==> config.mk <==
export PLATFORM = sky130hd
export DESIGN_NAME = nvme_host_queue_pair_engine
export DESIGN_NICKNAME = d
export VERILOG_FILES = /design/src/design/nvhq_pkg.sv /design/src/design/nvhq_queue_ctrl.sv /design/src/design/nvhq_doorbell_addr.sv /design/src/design/nvme_host_queue_pair_engine.sv
export SDC_FILE = /design/constraint.sdc
export NUM_CORES = 1
export LEC_CHECK = 0
export BUFFER_PORTS_ARGS = -buffer_cell sky130_fd_sc_hd__buf_2
export CAP_MARGIN = 20
export CORE_UTILIZATION = 50
export CTS_BUF_LIST = sky130_fd_sc_hd__clkbuf_4
export DETAILED_ROUTE_END_ITERATION = 7
export PLACE_DENSITY = 0.71
export SLEW_MARGIN = 20
export SYNTH_ARGS = -nofsm -noshare
export SYNTH_HDL_FRONTEND = slang
export SYNTH_HIERARCHICAL = 1
export SYNTH_SLANG_ARGS = --single-unit
export TNS_END_PERCENT = 5
==> constraint.sdc <==
create_clock -name clk -period 27.2 [get_ports clk]
set_input_delay 1.36 -clock clk [delete_from_list [all_inputs] [get_ports clk]]
set_output_delay 1.36 -clock clk [all_outputs]
set_load 0.01 [all_outputs]
==> src/design/nvhq_pkg.sv <==
package nvhq_pkg;

  // Entries per submission and completion queue.
  localparam int QUEUE_DEPTH = 8;
  localparam int PTR_W       = (QUEUE_DEPTH > 1) ? $clog2(QUEUE_DEPTH) : 1;

  localparam int SLOT_W    = 3;
  localparam int CID_W     = 16;
  localparam int STATUS_W  = 16;
  localparam int RESULT_W  = 32;
  localparam int STRIDE_W  = 4;
  localparam int POLL_W    = 27;
  localparam int OFFSET_W  = 19;
  localparam int CFG_IDX_W = 2;
  localparam int CFG_DAT_W = 27;

  localparam logic [OFFSET_W-1:0] DOORBELL_BASE    = 19'h01000;
  localparam logic [POLL_W-1:0]   POLL_LIMIT_RESET = 27'd100000000;

  typedef logic [PTR_W-1:0] ptr_t;
  localparam ptr_t PTR_LAST = ptr_t'(QUEUE_DEPTH - 1);

  // Operation codes on the input channel.
  localparam logic OP_SUBMIT = 1'b0;
  localparam logic OP_POLL   = 1'b1;

  // Configuration register indexes.
  localparam logic [CFG_IDX_W-1:0] CFG_STRIDE_EXP = 2'd0;
  localparam logic [CFG_IDX_W-1:0] CFG_POLL_LIMIT = 2'd1;

  typedef enum logic [2:0] {
    OUT_PENDING     = 3'd0,
    OUT_OK          = 3'd1,
    OUT_ERROR       = 3'd2,
    OUT_ID_MISMATCH = 3'd3,
    OUT_TIMEOUT     = 3'd4
  } outcome_t;

  typedef struct packed {
    logic                op;
    logic                qsel;
    logic [STATUS_W-1:0] status;
    logic [CID_W-1:0]    cid;
    logic [RESULT_W-1:0] result;
  } item_t;

  // Queue controller decisions for one transaction.
  typedef struct packed {
    logic                db_write;
    logic                db_head;   // 1 for a completion head doorbell
    logic                qsel;
    logic [SLOT_W-1:0]   db_value;
    logic [SLOT_W-1:0]   slot;
    logic [CID_W-1:0]    cmd_id;
    outcome_t            outcome;
    logic [RESULT_W-1:0] cpl_result;
  } qresult_t;

  function automatic ptr_t ptr_inc(input ptr_t p);
    return (p == PTR_LAST) ? '0 : ptr_t'(p + 1'b1);
  endfunction

  function automatic logic [SLOT_W-1:0] ptr_to_field(input ptr_t p);
    logic [PTR_W+SLOT_W-1:0] wide;
    wide = {{SLOT_W{1'b0}}, p};
    return wide[SLOT_W-1:0];
  endfunction

endpackage

==> src/design/nvhq_queue_ctrl.sv <==
module nvhq_queue_ctrl import nvhq_pkg::*; (
  input  logic              clk,
  input  logic              rst_n,
  input  logic              update,
  input  item_t             item,
  input  logic [POLL_W-1:0] poll_limit,
  output qresult_t          res
);

  ptr_t              sq_tail_r   [2];
  ptr_t              cq_head_r   [2];
  logic              phase_r     [2];
  logic [CID_W-1:0]  last_cid_r  [2];
  logic [POLL_W-1:0] poll_cnt_r  [2];

  ptr_t              sq_tail_nxt;
  ptr_t              cq_head_nxt;
  logic              phase_nxt;
  logic [CID_W-1:0]  last_cid_nxt;
  logic [POLL_W-1:0] poll_cnt_nxt;

  logic              q;
  logic [POLL_W-1:0] cnt_inc;
  logic [14:0]       status_code;

  assign q           = item.qsel;
  assign cnt_inc     = poll_cnt_r[q] + 1'b1;
  assign status_code = item.status[STATUS_W-1:1];

  always_comb begin
    sq_tail_nxt  = sq_tail_r[q];
    cq_head_nxt  = cq_head_r[q];
    phase_nxt    = phase_r[q];
    last_cid_nxt = last_cid_r[q];
    poll_cnt_nxt = poll_cnt_r[q];

    res            = '0;
    res.qsel       = q;
    res.outcome    = OUT_PENDING;
    res.cmd_id     = last_cid_r[q];
    res.slot       = ptr_to_field(cq_head_r[q]);

    if (item.op == OP_SUBMIT) begin
      last_cid_nxt = last_cid_r[q] + 1'b1;
      sq_tail_nxt  = ptr_inc(sq_tail_r[q]);
      poll_cnt_nxt = '0;
      res.slot     = ptr_to_field(sq_tail_r[q]);
      res.cmd_id   = last_cid_nxt;
      res.db_write = 1'b1;
      res.db_value = ptr_to_field(sq_tail_nxt);
    end else if (item.status[0] != phase_r[q]) begin
      // Entry not yet posted by the controller.
      if (cnt_inc >= poll_limit) begin
        res.outcome  = OUT_TIMEOUT;
        poll_cnt_nxt = '0;
      end else begin
        poll_cnt_nxt = cnt_inc;
      end
    end else begin
      cq_head_nxt    = ptr_inc(cq_head_r[q]);
      phase_nxt      = (cq_head_nxt == '0) ? ~phase_r[q] : phase_r[q];
      poll_cnt_nxt   = '0;
      res.db_write   = 1'b1;
      res.db_head    = 1'b1;
      res.db_value   = ptr_to_field(cq_head_nxt);
      res.cpl_result = item.result;
      if (status_code != '0) begin
        res.outcome = OUT_ERROR;
      end else if (last_cid_r[q] != '0 && item.cid != last_cid_r[q]) begin
        res.outcome = OUT_ID_MISMATCH;
      end else begin
        res.outcome = OUT_OK;
      end
    end
  end

  always_ff @(posedge clk) begin
    if (!rst_n) begin
      for (int i = 0; i < 2; i++) begin
        sq_tail_r[i]  <= '0;
        cq_head_r[i]  <= '0;
        phase_r[i]    <= 1'b1;
        last_cid_r[i] <= '0;
        poll_cnt_r[i] <= '0;
      end
    end else if (update) begin
      sq_tail_r[q]  <= sq_tail_nxt;
      cq_head_r[q]  <= cq_head_nxt;
      phase_r[q]    <= phase_nxt;
      last_cid_r[q] <= last_cid_nxt;
      poll_cnt_r[q] <= poll_cnt_nxt;
    end
  end

endmodule

==> src/design/nvhq_doorbell_addr.sv <==
module nvhq_doorbell_addr import nvhq_pkg::*; (
  input  logic                db_write,
  input  logic                qsel,
  input  logic                db_head,
  input  logic [STRIDE_W-1:0] stride_exp,
  output logic [OFFSET_W-1:0] offset
);

  // Offset is base + (2*q + head) * (4 << stride_exp).
  logic [4:0] shamt;
  logic [1:0] reg_num;

  assign shamt   = {1'b0, stride_exp} + 5'd2;
  assign reg_num = {qsel, db_head};
  assign offset  = db_write ? (DOORBELL_BASE + (OFFSET_W'(reg_num) << shamt)) : '0;

endmodule

==> src/design/nvme_host_queue_pair_engine.sv <==
// Host-side doorbell engine for an admin queue pair (queue 0) and one I/O
// queue pair (queue 1).
//
// Input channel (in_valid / in_stall): each transaction is either a submit,
// which hands out the next command id and submission slot and rings the
// tail doorbell, or a poll of the completion entry at the head, which
// either consumes it and rings the head doorbell or counts toward a timeout.
// Output channel (out_valid / out_stall): exactly one result transaction per
// input transaction, in order.
// Configuration port (cfg_valid / cfg_ready): index 0 sets the doorbell
// stride exponent, index 1 the poll timeout limit. It is always ready and
// should only be written while no transaction is in flight.
//
// Each accepted transaction goes through one input register, then the
// queue update and doorbell address logic feeding the result register. One
// transaction is accepted every cycle while in_stall is low. When the
// receiver stalls, the result register holds and the input register keeps
// the next transaction, so in_stall rises only when both are full.
// Reset clears all queue pointers, ids and counters, sets the expected phase
// of both queues to one and restores the configuration reset values at once.
module nvme_host_queue_pair_engine import nvhq_pkg::*; (
  input  logic                 clk,
  input  logic                 rst_n,

  input  logic                 in_valid,
  output logic                 in_stall,
  input  logic                 in_operation,
  input  logic                 in_queue_select,
  input  logic [STATUS_W-1:0]  in_entry_status,
  input  logic [CID_W-1:0]     in_entry_cid,
  input  logic [RESULT_W-1:0]  in_entry_result,

  output logic                 out_valid,
  input  logic                 out_stall,
  output logic                 out_doorbell_write,
  output logic [OFFSET_W-1:0]  out_doorbell_offset,
  output logic [SLOT_W-1:0]    out_doorbell_value,
  output logic [SLOT_W-1:0]    out_slot_index,
  output logic [CID_W-1:0]     out_command_id,
  output logic [2:0]           out_outcome,
  output logic [RESULT_W-1:0]  out_completion_result,

  input  logic                 cfg_valid,
  output logic                 cfg_ready,
  input  logic [CFG_IDX_W-1:0] cfg_index,
  input  logic [CFG_DAT_W-1:0] cfg_data
);

  logic [STRIDE_W-1:0] stride_exp_r;
  logic [POLL_W-1:0]   poll_limit_r;

  logic                stage_valid_r;
  item_t               stage_item_r;
  logic                out_valid_r;
  qresult_t            out_res_r;
  logic [OFFSET_W-1:0] out_offset_r;

  qresult_t            qres;
  logic [OFFSET_W-1:0] db_offset;
  logic                advance;
  logic                in_take;

  // The staged transaction moves on when the result register is free or
  // being emptied in this cycle.
  assign advance   = stage_valid_r && (!out_valid_r || !out_stall);
  assign in_stall  = stage_valid_r && !advance;
  assign in_take   = in_valid && !in_stall;
  assign cfg_ready = 1'b1;

  always_ff @(posedge clk) begin
    if (!rst_n) begin
      stride_exp_r <= '0;
      poll_limit_r <= POLL_LIMIT_RESET;
    end else if (cfg_valid && cfg_ready) begin
      case (cfg_index)
        CFG_STRIDE_EXP: stride_exp_r <= cfg_data[STRIDE_W-1:0];
        CFG_POLL_LIMIT: poll_limit_r <= cfg_data[POLL_W-1:0];
        default: ;
      endcase
    end
  end

  // Input register.
  always_ff @(posedge clk) begin
    if (!rst_n) begin
      stage_valid_r <= 1'b0;
    end else if (!in_stall) begin
      stage_valid_r <= in_valid;
    end
  end

  always_ff @(posedge clk) begin
    if (in_take) begin
      stage_item_r.op     <= in_operation;
      stage_item_r.qsel   <= in_queue_select;
      stage_item_r.status <= in_entry_status;
      stage_item_r.cid    <= in_entry_cid;
      stage_item_r.result <= in_entry_result;
    end
  end

  nvhq_queue_ctrl u_queue_ctrl (
    .clk        (clk),
    .rst_n      (rst_n),
    .update     (advance),
    .item       (stage_item_r),
    .poll_limit (poll_limit_r),
    .res        (qres)
  );

  nvhq_doorbell_addr u_doorbell_addr (
    .db_write   (qres.db_write),
    .qsel       (qres.qsel),
    .db_head    (qres.db_head),
    .stride_exp (stride_exp_r),
    .offset     (db_offset)
  );

  // Result register.
  always_ff @(posedge clk) begin
    if (!rst_n) begin
      out_valid_r <= 1'b0;
    end else if (advance) begin
      out_valid_r <= 1'b1;
    end else if (!out_stall) begin
      out_valid_r <= 1'b0;
    end
  end

  always_ff @(posedge clk) begin
    if (advance) begin
      out_res_r    <= qres;
      out_offset_r <= db_offset;
    end
  end

  assign out_valid             = out_valid_r;
  assign out_doorbell_write    = out_res_r.db_write;
  assign out_doorbell_offset   = out_offset_r;
  assign out_doorbell_value    = out_res_r.db_value;
  assign out_slot_index        = out_res_r.slot;
  assign out_command_id        = out_res_r.cmd_id;
  assign out_outcome           = out_res_r.outcome;
  assign out_completion_result = out_res_r.cpl_result;

  // The input side only backs up when a transaction is already staged.
  a_stall_needs_stage: assert property (@(posedge clk) disable iff (!rst_n)
    in_stall |-> stage_valid_r)
    else $error("input stalled with an empty input register");

  // A result without a doorbell carries a zero address and value.
  a_no_doorbell_zero: assert property (@(posedge clk) disable iff (!rst_n)
    (out_valid && !out_doorbell_write) |->
      (out_doorbell_offset == '0 && out_doorbell_value == '0))
    else $error("doorbell fields set without a doorbell write");

  // Every consumed completion rings the head doorbell; this checks its doorbell write.
  a_consumed_rings: assert property (@(posedge clk) disable iff (!rst_n)
    (out_valid && (out_outcome == OUT_OK || out_outcome == OUT_ERROR ||
                   out_outcome == OUT_ID_MISMATCH)) |-> out_doorbell_write)
    else $error("consumed completion without a doorbell write");

  // A timeout never consumes the entry.
  a_timeout_pending: assert property (@(posedge clk) disable iff (!rst_n)
    (out_valid && out_outcome == OUT_TIMEOUT) |->
      (!out_doorbell_write && out_completion_result == '0))
    else $error("timeout reported together with a consumed entry");

  // A staged transaction that advances is in the result register in the next cycle.
  a_advance_loads: assert property (@(posedge clk) disable iff (!rst_n)
    advance |=> out_valid)
    else $error("advanced transaction missing from result register");

endmodule
==> results of run 1 <==
per-stage QoR:
step	std cells	hold WS (ps)	cell area (µm²)	power [W]	utilization (%)
4_1_cts	1635	459	14900	0.000944	59.2
5_1_grt	1636	475	14900	0.000974	59.2
6_report	1636	458	14900	0.000929	59.2
3_3_place_gp	1505	446	13900	0.000577	55.4
3_5_place_dp	1506	450	13900	0.000580	55.5
2_1_floorplan	1030	435	12800	0.000553	-
routing by layer:
metal,part of all wire (%),routed length [µm]
met1,41,10500
met2,51,13000
met3,6.0,1550
met4,1.9,495
met5,0,0
flip-flops by register name, summed over array words and instances (netlist names):
| signal | count |
|---|---|
| u_queue_ctrl/last_cid_r | 32 |
| out_doorbell_write | 1 |
| u_queue_ctrl/sq_tail_r | 6 |
| out_command_id | 16 |
| stride_exp_r | 4 |
| u_queue_ctrl/poll_cnt_r | 54 |
| stage_item_r | 66 |
| poll_limit_r | 27 |
| out_outcome | 3 |
| stage_valid_r | 1 |
| out_completion_result | 32 |
| out_valid | 1 |
| out_doorbell_offset | 19 |
| out_doorbell_value | 3 |
| u_queue_ctrl/phase_r | 2 |
| u_queue_ctrl/cq_head_r | 6 |
| out_slot_index | 3 |
cells in the mapped netlist (3+ instances only):
cell      instances  share of area (%)
a211oi_1          3               0.18
dfxtp_1          33                5.2
nand3_1          21               0.82
and3_1            3               0.15
nand2b_1         13               0.64
xnor2_1          33                2.3
buf_4             5               0.29
a32o_1            3               0.24
a21oi_1          27                1.1
ha_1             36                3.5
mux2_2           12                1.1
xor2_1           26                1.8
o21ai_0           9               0.35
o211ai_1         12               0.71
buf_2            12               0.47
nand2_1          71                2.1
nor2b_1          10               0.49
edfxtp_1        243                 57
a31oi_1           3               0.15
and2_1           36                1.8
nor3_1           13               0.51
a22oi_1           4               0.24
a21o_1            4               0.24
nand4b_1         16                1.1
clkbuf_1         18               0.53
nand3b_1         13               0.76
nor2_1          126                3.7
nand4_1          15               0.73
nor4_1           11               0.54
buf_6             5               0.44
mux2i_1          58                4.5
inv_1            85                2.5
cells by family after synthesis:
logic type,synth area share (%)
AO/OA/AOI/OAI,4.42
XOR/XNOR,4.05
adder cells (fa/ha/maj),3.53
buffers and inverters,4.64
flip-flops,62.3
multiplexers,5.89
other,0.0294
AND/OR/NAND/NOR,15.2
final timing paths:
check	to	depth (start not counted)
worst max register to register	u_queue_ctrl/poll_cnt_r[1][22]	17
worst min-delay path	poll_limit_r[5]	2
worst min register to register	poll_limit_r[5]	2
worst max-delay path	u_queue_ctrl/poll_cnt_r[1][22]	17
power by group:
group | switching (W) | internal (W) | total, W
clock network | 0.000168 | 0.000191 | 0.000359
logic | 0.0000481 | 0.0000304 | 0.0000785
registers | 0.00000861 | 0.000483 | 0.000492
total | 0.000225 | 0.000705 | 0.000929
critical path: cells and delay by family, from the launching register on:
family | cells | cell delay [ps]
AND/OR/NAND/NOR | 8 | 2170
buffers and inverters | 3 | 1180
multiplexers | 1 | 340
adder cells (fa/ha/maj) | 2 | 540
flip-flops | 1 | 320
AO/OA/AOI/OAI | 2 | 590
XOR/XNOR | 1 | 250
layout make-up:
| class | count | area, µm² |
|---|---|---|
| Fill cell | 2101 | 10200 |
| Tap cell | 330 | 413 |
| Clock buffer | 100 | 751 |
| Multi-Input combinational cell | 625 | 4260 |
| Antenna cell | 1 | 2.50 |
| Clock inverter | 29 | 181 |
| Inverter | 86 | 323 |
| Timing Repair Buffer | 189 | 977 |
| Sequential cell | 276 | 7960 |
==> results.yml, run 1 <==
run_status:
  outcome: "finished, violations left"
  violations: "DRC"
die:
  pin_count: 180
  placement_rows: 58
  die_area_um2: 26200
  die_width_um: 162
  initial_core_util_pct: 50.9
  die_h_um: 162
  core_area_um2: 25100
setup_path:
  crit_path_start_kind: "register"
  max_stage_delay_ps: 810
  worstSetupPathType: "reg2reg"
  required_ps: 27550
  r2r_start: "stage_item_r[64]"
  crit_path_start: "stage_item_r[64]"
  critPathCaptureType: "register"
  critPathMaxFanout: 64
  worstPathArrival_ps: 6080
  reg2reg_setup_slack_ps: 21480
  slowest_stage: "or3_1"
  path_cells: "buf_4, buf_4, mux2_2, ha_1, nand4_1, a22oi_1, nand4_2, nor3_1, xor2_1, inv_1, ha_1, nand4_1, nor2_1, o31ai_1, nand3_1, or3_1, nor2_1"
sta:
  hold_viol: 0
  fmax_mhz: 175
  clock_skew_ps: 30.1
  finalSetupTns_ps: 0
  layout_setup_ws_ps: 21480
  fin_crit_ps: 5720
  fin_crit_sh_pct: 21.0
  worst_slew_pin_slew_ps: 1030
  finalSetupViolations: 0
  rsz0062_at_grt: "false"
  final_max_slew_viol_count: 0
  slew_headroom_pct: 31.1
finish:
  layout_common_cells: "243 x edfxtp_1, 178 x buf_2, 126 x nor2_1, 100 x clkbuf_4, 85 x inv_1"
  drive_gt1_share_pct: 25.4
  synthToLayoutAreaGrowth_pct: 16.3
  finalNetCount: 1386
  layout_commonest_cell: "edfxtp_1"
drt:
  dr.pass1.iters: 7
  drt_wl_total_mm: 25.6
  vias: 8440
  drc_errors: 2
  via_per_inst: 5.16
  drt_iter0_drc: 572
  ant_nets: 0
  wl_per_cell_um: 15.6
synth:
  synth-async-reset-ratio_pct: 0
  yosys_most_used_dff: "edfxtp_1"
  netlist_area_um2: 12800
  synth-edff-count: 243
  synth_seq_cells: 276
  synth_fp_nets: 1166
  ys_warn_count: 6
  postSynthCellCount: 1030
  synth.distinct_cells: 73
  yosysSeqAreaShare_pct: 62.3
  synth.avg_cell_area_um2: 12.4
grt:
  use_met2_pct: 34.3
  grt_max_degree: 67
  use_met1_pct: 23.4
  antenna_found_initial: 1
  grt_overflow: 0
  met3_usage_pct: 5.16
  grt.busiest_layer: "met2"
  grt_pass1_wl_mm: 40.8
  grt.total_usage_pct: 19.9
  grt_pass1_vias: 8546
place:
  gp_congestion: 0.835
  pre_cts_ws_ps: 21500
  dp_hpwl_mm: 16.7
  portBuffers: 178
pwr:
  leakagePower_nw: 6.16
  irDropWorstVdd_mv: 0.0467
  power_density_nw_per_um2: 62.5
flow_run:
  maxCapViolations: 0
cts:
  post-cts-setup-buffer-count: 0
  post_cts_resized: 0
  cts_hold_buffers: 0
  cts.clk_slew.worst_paths_ps: 60
  clkSinkCount: 276
  clkLatencyLatePin_ps: 670
  cts_root_buf: "clkbuf_4"
  htreeDepth: 3
  clock_path_buffers: 3
  cts_tree: "yes"
  cts_buffers: 72
hold_path:
  worstHoldStart: "poll_limit_r[5]"
  hp-class: "reg2reg"
(Power assumes the default switching activity.)
==> run 2, diff against run 1 <==
PLACE_DENSITY = 0.74   (was 0.71)
clock period = 4.9 ns   (was 27.2 ns; I/O delays follow)
==> run 2 against run 1 <==
Net effect: critical path depth decreased by 2; sequential power rose to 5.5 times the previous value; maximum frequency grew 26%; highest routed layer unchanged; routed wire length rose by 10%; the flow still finishes with violations (DRC); die area unchanged; worst hold slack worse by 210 ps; first-iteration DRC count decreased by 0.52%.
==> results.yml, run 2 (synthesis results as in run 1) <==
run_status:
  outcome: "finished, violations left"
  violations: "DRC"
grt:
  grt_pass1_vias: 9324
  grt.total_usage_pct: 22.0
  antenna_found_initial: 1
  grt_max_degree: 67
  grt_overflow: 0
  grt_pass1_wl_mm: 45.3
die:
  core_area_um2: 25100
  die_width_um: 162
  initial_core_util_pct: 50.9
  placement_rows: 58
  pin_count: 180
  die_h_um: 162
  die_area_um2: 26200
cts:
  clkSinkCount: 276
  post_cts_resized: 0
  post-cts-setup-buffer-count: 0
  htreeDepth: 3
  cts_buffers: 73
  cts_root_buf: "clkbuf_4"
  clkLatencyLatePin_ps: 670
  cts_tree: "yes"
  cts.clk_slew.worst_paths_ps: 70
  clock_path_buffers: 3
pwr:
  p_sw_w: 0.00127
  power_frac_seq_pct: 51.5
  power.total_w: 0.00531
  power_density_nw_per_um2: 333
  p_comb_share_pct: 9.6
  irDropWorstVdd_mv: 0.241
  swShare_pct: 24.0
  p_int_w: 0.00404
  leakagePower_nw: 6.62
  clockPowerShare_pct: 38.9
setup_path:
  critPathMaxFanout: 58
  critPathCaptureType: "register"
  worstSetupPathType: "reg2reg"
  reg2reg_setup_slack_ps: 340
  worstPathArrival_ps: 4930
  r2r_cells: 15
  crit_path_start_kind: "register"
  required_ps: 5270
drt:
  drt_iter0_drc: 569
  wl_per_cell_um: 16.2
  wl_met1_mm: 11.6
  via_per_inst: 5.16
  met3_length_mm: 1.54
  drc_errors: 2
  vias: 8974
  dr.pass1.iters: 7
  drt_wl_total_mm: 28.2
  wl_met2_mm: 14.5
  highest_layer: "met4"
  ant_nets: 0
sta:
  worst_slew_pin_slew_ps: 973
  final_max_slew_viol_count: 0
  fmax_mhz: 220
  rsz0062_at_grt: "false"
  slew_headroom_pct: 35.2
  fin_crit_ps: 4560
  finalSetupViolations: 0
  clock_skew_ps: 44.6
  finalSetupTns_ps: 0
  fin_crit_sh_pct: 93.0
  hold_viol: 0
finish:
  layout_commonest_cell: "edfxtp_1"
  drive_gt1_share_pct: 23.9
  largest_reg_flops: 66
  n_fill_cell: 1976
  largest-register: "stage_item_r"
  register_area_um2: 7960
  layout_common_cells: "243 x edfxtp_1, 178 x buf_2, 126 x nor2_1, 105 x dlygate4sd3_1, 103 x clkbuf_4"
  finalNetCount: 1495
  fin_area_um2: 16000
  multi_input_area_um2: 4250
  synthToLayoutAreaGrowth_pct: 24.9
  reg.largest.list: "stage_item_r x66, u_queue_ctrl/poll_cnt_r x54"
place:
  gp_congestion: 0.848
  placed_area_um2: 13900
  dp_hpwl_mm: 17.1
  portBuffers: 178
hold_path:
  whs_path_depth: 2
  hp-class: "in2reg"
flow_run:
  maxCapViolations: 0
## run 2: cell count changes in the layout (fill, tap and decap cells not counted), moves of 2 or more
| cell | previous run | this run |
|---|---|---|
| clkbuf_4 | 100 | 103 |
| clkinvlp_4 | 3 | 0 |
| inv_2 | 0 | 2 |
| nand3_2 | 2 | 0 |
| dlygate4sd3_1 | 0 | 105 |
| clkinv_1 | 21 | 13 |
| nand3_1 | 19 | 21 |
| buf_4 | 10 | 13 |
## run 2: worst paths after layout
kind                     from                        endpoint
min                     rst_n                 poll_limit_r[8]
min reg2reg   poll_limit_r[5]                 poll_limit_r[5]
max          stage_item_r[64]  u_queue_ctrl/poll_cnt_r[0][14]
max reg2reg  stage_item_r[64]  u_queue_ctrl/poll_cnt_r[0][14]
## run 2: metrics by stage
step	util (%)	hold WS, ps	setup slack, ps	cells
after detailed placement	55.6	423	486	1509
after CTS	63.5	187	424	1739
final	63.5	252	345	1740
after global placement	55.6	421	635	1509
after floorplan	-	344	377	1030
after global routing	63.5	212	15.4	1740
## run 2: worst max-delay path: stages, from the launching register on
cell and delay (ps):
edfxtp_1 550, buf_12 300, nand3_1 170, a222oi_1 820, nand4_1 320, nor3_2 250
xor2_1 260, inv_1 80, ha_1 280, nand4_1 110, nor2_1 290, a21oi_1 150
and3_1 220, nand3_1 80, buf_4 310, nor2_1 70
## run 2: area by class of cell
| type | count | share of cell area (%) |
|---|---|---|
| diodes | 1 | 0.0157 |
| clock buffers | 103 | 4.85 |
| clock inverters | 22 | 1.10 |
| inverters | 86 | 2.02 |
| multi-input cells | 625 | 26.6 |
| flip-flops and latches | 276 | 49.9 |
| well taps | 330 | 2.59 |
| repair buffers | 297 | 12.9 |
## run 2: metal layers
layer  global-route usage [%]  vias to the layer above
met4                     8.79                        0
li1                         -                     4356
met5                        0                        -
met3                     5.67                       59
met2                     38.8                      272
met1                     25.6                     4287
## run 2: repair_timing
action / 4_1_cts / 5_1_grt
endpoints found under the setup margin: 0 / 0
endpoints found under the hold margin: 99 / 0
hold buffers: 105 / 0
## run 2: power groups by stage
stage               registers, W  clock network [W]  logic (W)
floorplan                0.00279                  0   0.000277
global placement         0.00278                  0   0.000427
detailed placement       0.00278                  0   0.000437
CTS                      0.00273            0.00212   0.000502
global route             0.00274            0.00226   0.000560
finish                   0.00273            0.00207   0.000507
